**config.mk**
```make
export PLATFORM = sky130hd
export DESIGN_NAME = rasr_ctrl
export DESIGN_NICKNAME = d
export VERILOG_FILES = /design/src/sv/rasr_pkg.sv /design/src/sv/rasr_ctrl.sv
export SDC_FILE = /design/constraint.sdc
export NUM_CORES = 1
export LEC_CHECK = 0
export BUFFER_PORTS_ARGS = -buffer_cell sky130_fd_sc_hd__buf_4
export CORE_MARGIN = 2
export CORE_UTILIZATION = 44
export CTS_BUF_LIST = sky130_fd_sc_hd__clkbuf_4
export CTS_CLUSTER_SIZE = 24
export DETAILED_ROUTE_END_ITERATION = 8
export PLACE_DENSITY_LB_ADDON = 0.2
export SYNTH_ARGS = -nofsm -noshare
export SYNTH_HDL_FRONTEND = slang
export SYNTH_SLANG_ARGS = --single-unit
```
**constraint.sdc**
```tcl
create_clock -name clk -period 3.4 [get_ports clk]
set_input_delay 0.51 -clock clk [delete_from_list [all_inputs] [get_ports clk]]
set_output_delay 0.51 -clock clk [all_outputs]
set_load 0.01 [all_outputs]
```
**src/sv/rasr_pkg.sv**
```systemverilog
package rasr_pkg;

  // operation codes carried on the input side-band
  localparam logic [1:0] KIND_ADD = 2'd0;
  localparam logic [1:0] KIND_SUB = 2'd1;
  localparam logic [1:0] KIND_RED = 2'd2;

  // multiplier operand selection
  localparam logic [1:0] MUL_AN_BD = 2'd0;
  localparam logic [1:0] MUL_BN_AD = 2'd1;
  localparam logic [1:0] MUL_AD_BD = 2'd2;

  typedef struct packed {
    logic       load;
    logic       mul_en;
    logic [1:0] mul_sel;
    logic       gcd_init;
    logic       gcd_step;
    logic       div_init;
    logic       div_step;
    logic       out_load;
  } rasr_cmd_t;

  typedef struct packed {
    logic reduce_only;
    logic gcd_done;
  } rasr_sts_t;

endpackage

```
**src/sv/rasr_ctrl.sv**
```systemverilog
module rasr_ctrl import rasr_pkg::*; #(
  parameter int W = 32
) (
  input  logic      clk,
  input  logic      rst_n,
  input  logic      in_tvalid,
  output logic      in_tready,
  output logic      out_tvalid,
  input  logic      out_tready,
  input  rasr_sts_t sts,
  output rasr_cmd_t cmd
);

  localparam int PW = 2 * W;
  localparam int CW = $clog2(PW);

  localparam logic [3:0] S_IDLE  = 4'd0;
  localparam logic [3:0] S_MUL1  = 4'd1;
  localparam logic [3:0] S_MUL2  = 4'd2;
  localparam logic [3:0] S_MUL3  = 4'd3;
  localparam logic [3:0] S_GINIT = 4'd4;
  localparam logic [3:0] S_GCD   = 4'd5;
  localparam logic [3:0] S_DINIT = 4'd6;
  localparam logic [3:0] S_DIV   = 4'd7;
  localparam logic [3:0] S_FIN   = 4'd8;

  logic [3:0]    state_r, state_nxt;
  logic [CW-1:0] cnt_r, cnt_nxt;
  logic          ovld_r, ovld_nxt;

  always_comb begin
    state_nxt = state_r;
    cnt_nxt   = cnt_r;
    cmd       = '0;
    case (state_r)
      S_IDLE: begin
        if (in_tvalid) begin
          cmd.load  = 1'b1;
          state_nxt = S_MUL1;
        end
      end
      S_MUL1: begin
        cmd.mul_en  = 1'b1;
        cmd.mul_sel = MUL_AN_BD;
        state_nxt   = sts.reduce_only ? S_GINIT : S_MUL2;
      end
      S_MUL2: begin
        cmd.mul_en  = 1'b1;
        cmd.mul_sel = MUL_BN_AD;
        state_nxt   = S_MUL3;
      end
      S_MUL3: begin
        cmd.mul_en  = 1'b1;
        cmd.mul_sel = MUL_AD_BD;
        state_nxt   = S_GINIT;
      end
      S_GINIT: begin
        cmd.gcd_init = 1'b1;
        state_nxt    = S_GCD;
      end
      S_GCD: begin
        if (sts.gcd_done) begin
          state_nxt = S_DINIT;
        end else begin
          cmd.gcd_step = 1'b1;
        end
      end
      S_DINIT: begin
        cmd.div_init = 1'b1;
        cnt_nxt      = '0;
        state_nxt    = S_DIV;
      end
      S_DIV: begin
        cmd.div_step = 1'b1;
        cnt_nxt      = cnt_r + 1'b1;
        if (cnt_r == CW'(PW - 1)) begin
          state_nxt = S_FIN;
        end
      end
      S_FIN: begin
        if (!ovld_r || out_tready) begin
          cmd.out_load = 1'b1;
          state_nxt    = S_IDLE;
        end
      end
      default: begin
        state_nxt = S_IDLE;
      end
    endcase
  end

  always_comb begin
    ovld_nxt = ovld_r;
    if (out_tready) begin
      ovld_nxt = 1'b0;
    end
    if (cmd.out_load) begin
      ovld_nxt = 1'b1;
    end
  end

  always_ff @(posedge clk) begin
    if (!rst_n) begin
      state_r <= S_IDLE;
      cnt_r   <= '0;
      ovld_r  <= 1'b0;
    end else begin
      state_r <= state_nxt;
      cnt_r   <= cnt_nxt;
      ovld_r  <= ovld_nxt;
    end
  end

  assign in_tready  = (state_r == S_IDLE);
  assign out_tvalid = ovld_r;

endmodule

```
# Word-level counts from Yosys, hierarchy flattened
# Cells that the tools add are included.
[totals]
regBits = 11
in_bits = 6
output_inout_bits = 11
[op_classes]
addsub = 1
n_eq_ne = 13
muxes = 19
reduce_logical = 6
[op_table]
columns = ["operator", "count"]
rows = [
  ["$pmux W4 S9", 1],
  ["$eq A4 B3 Y1 const B", 4],
  ["$mux W4", 4],
  ["$pmux W6 S2", 1],
  ["$mux W1", 11],
  ["$pmux W3 S3", 1],
  ["$eq A4 B2 Y1 const B", 2],
  ["$ne A2 B2 Y1 const B", 4],
  ["$add A6 B1 Y6 const B", 1],
  ["$eq A6 B6 Y1 const B", 1],
  ["$eq A4 B1 Y1 const B", 1],
  ["$eq A4 B4 Y1 const B", 1],
  ["$logic_not A4 Y1", 1],
  ["$reduce_and A4 Y1", 1],
  ["$reduce_bool A2 Y1", 2],
  ["$mux W3", 1],
  ["$logic_not A1 Y1", 1],
  ["$logic_or A1 B1 Y1", 1],
]

# Logic depth before layout (Yosys ltp)
[depth]
depth_word = 5
mapped_depth = 6
mapped_depth_nobuf = 5

# Worst setup path before layout
# Ideal clock, no wire load.
[synth_path]
path_kind = "register to output"
start = "register state_r[2]"
end = "output port cmd[8] (netlist bit)"
arrival_time_ns = 1.252
required_time_ns = 2.890
slack_ns = 1.638
path_stages_with_launch = 4
cell_sequence = "dfxtp_1 -> buf_2 -> nor4_1 -> and2_1"
[synth_lines]
columns = ["item", "line_no", "rtl"]
rows = [
  ["start, declared", "rasr_ctrl.sv:27", "logic [3:0] state_r, state_nxt;"],
  ["start signal, assigned", "rasr_ctrl.sv:108", "state_r <= state_nxt;"],
  ["end, declared", "rasr_ctrl.sv:11", "output rasr_cmd_t cmd"],
]

==> summary.md <==
| Metric | Value |
|---|---|
| Worst slew margin | 54.3% |
| Int Pwr | ~0.25 mW |
| VDD IR max | 297 uV |
| Clk root buf | clkbuf_4 |
| Seq/Total Area, Yosys | 32.2% |
| Inst Count DP | between 100 and 150 |
| Worst Path Required | 2890 ps |
| TritonRoute pass-1 iters | 4 |
| Final setup fails | 0 |
| Slowest-stage cell, CP | dfxtp_1 |
| Routability-driven placement congestion ratio | 0.876 |
| Final hold vios | 0 |
| Setup Skew | 2.92 ps |
| Post-CTS sizing | 0 |
| Final WL | 1440 um |
| Setup TNS | 0 ps |
| # rows | 14 |
| FILL cells | about 150 |
| Initial Util | 46.0% |
| Critical path cell sequence | nor2b_1 -> and3_1 -> buf_4 |
| Detail Route Antenna Nets | 0 |
| Die span in x | 43.4 um |
| Core area | ~1500 um2 |
| Area delta synth->final | 17.9% |
| Syn nets | 94 |
| IO Port Bufs | 16 |
| Number of H-tree levels | 1 |
| Die Ht | roughly 43 um |
| WP data arrival | 1610 ps |
| Max-cap violations | 0 |
| CTS tree | yes |
| Top post-synthesis cells by area | dfxtp_1, nand3_1, nor2b_1 |
| Post-CTS Repair Setup Buffers | 0 |
| Longest Clk Path Bufs | 2 |
| CP max FO | 21 |
| Antenna violations before repair | 0 |
| Critical path startpoint category | register |
| Via density | between 5 and 6 |
| Async set-reset flop share out of synthesis | 0% |
| Syn Area/Cell | 7.87 um2 |
| Kind of critical path | reg -> out |
| Overflow after GRT | 0 |
| Hold Crit Class | reg -> reg |
| CTS Hold Bufs | 0 |
| Gr usage total | 16.6% |
| Post-route insts no fill | 116 |
| Layout net count | 108 |
| Number of top-level pins | 17 |
| Pwr Density | 484 nW/um2 |
| Synth top area share | 32.2% |
| Clock share of power | 24.8% |
| #FFs+latches synth | 11 |
| Drt wl/cell | 12.4 um |
| Crit-path max cell delay | just under 800 ps |
| Final Cycle Share | between 60% and 70% |
| Switching portion of total power | 35.4% |
| Initial detailed-routing violation count | 18 |
| Yosys top cell by area | dfxtp_1 |
| CTS buffer count | 3 |
| First-pass GRT wire length | 2330 um |
| Leak | roughly 0.36 nW |
| Pre-CTS WS | 1590 ps |
| Status | finished clean |
| Syn Inst Count | just under 90 |
| Setup WS post-layout | about 1300 ps |
| FMAX | 0.471 GHz |
| Flop pwr share | between 40% and 50% |
| Netlist Area Pre-Place | around 700 um2 |
| RSZ-0062 raised after global routing | false |
| Diode count | 0 |
| Predominant post-synthesis flop cell | dfxtp_1 |
| Psw | around 0.14 mW |
| Final Max Slew Viols | 0 |
| Slew @ Worst Pin | 685 ps |
| CP Capture Type | output port |
| Vias | roughly 650 |
| Synthesis Warnings | 0 |
| Post-detail-place hpwl | just over 1000 um |
| Logic gate share of total power | 30.3% |
| Top-count cell post-synth | dfxtp_1 |
| Synth cell count leaders | dfxtp_1, nand3_1, nor2_1, nor3_1 |
| Number of synthesized flops with an enable pin | 0 |
| Final Critical Period | about 2100 ps |
| Clk pin slew, worst setup/hold paths | 70 ps |
| Vias in the first global route | between 500 and 600 |
| Worst-Skew Late Latency | approximately 270 ps |
| Die area | 1890 um2 |
| DRC Markers | 0 |
| Fraction of layout cells with a size suffix above 1 | approximately 23% |
| Synth unique cells | 32 |
| Clock Sink Count | 11 |
| Pin count of the biggest net entering global routing | 22 |
| Worst reg-to-reg setup slack | 1680 ps |
[worst max-delay path: cells and delay by family (launching register included)]
family / cells / cell delay [ps]
flops: 1 / 770
simple gates: 2 / 470
buf+inv: 1 / 110
[placed cells by master, fill, tap and decap left out, drive strengths merged]
cell    count
nor2b       5
a21boi      3
nor4        3
ha          1
nor3        6
a21o        1
buf        16
and2        1
nor4b       1
o22a        1
nand4       2
mux2i       1
o211a       1
nand2b      2
nor2        6
o21ai       5
clkbuf      4
and3        2
a22oi       1
nand3       7
nand2       6
a311oi      1
o21a        2
and3b       1
inv         3
nand3b      2
a211oi      1
a21oi       4
dfxtp      11
[final timing paths]
check / from / endpoint / cells past startpoint
setup reg to reg: state_r[0] / state_r[0] / 4
hold reg to reg: cnt_r[1] / cnt_r[1] / 2
setup / recovery: state_r[0] / cmd[3] / 3
hold / removal: cnt_r[1] / cnt_r[1] / 2
[layout make-up]
class	instances	area, um2	share of cell area (%)
Clock buffer	4	30.0	3.72
Timing Repair Buffer	16	120	14.9
Multi-Input combinational cell	66	405	50.2
Tap cell	16	20.0	2.48
Sequential cell	11	220	27.3
Inverter	3	11.3	1.40
[cell families after synthesis]
logic type | after synthesis | share of synthesized area (%)
buffers and inverters | 10 | 8.59
AND/OR/NAND/NOR | 44 | 35.8
adder cells (fa/ha/maj) | 1 | 1.83
multiplexers | 1 | 1.46
flip-flops | 11 | 32.2
AO/OA/AOI/OAI | 20 | 20.1
[power by group through the flow]
stage	Clock, mW	Combinational (mW)	Sequential, mW
6_report	0.0969	0.118	0.175
5_1_grt	0.106	0.131	0.180
4_1_cts	0.100	0.119	0.175
3_5_place_dp	0	0.119	0.178
3_3_place_gp	0	0.119	0.175
2_1_floorplan	0	0.107	0.147
[state kept, by name (all words and copies together), names as in the netlist]
name	flops
out_tvalid	1
state_r	4
cnt_r	6
[per-layer routing]
metal  GRT usage (%)  part of all wire, %  vias to the layer above
met5               0                    0                        -
li1                -                    -                      342
met2            23.6                   42                       13
met1            23.2                   51                      289
met4            9.09                  2.3                        0
met3            3.75                  4.2                        4
[per-stage QoR]
stage          power (mW)  utilization (%)  hold slack [ps]  instance area (um2)
2_1_floorplan       0.255                -              458                  684
3_3_place_gp        0.294             52.2              480                  777
3_5_place_dp        0.296             52.2              493                  777
4_1_cts             0.394             54.2              503                  807
5_1_grt             0.417             54.2              533                  807
6_report            0.390             54.2              498                  807
(Power assumes the default switching activity.)
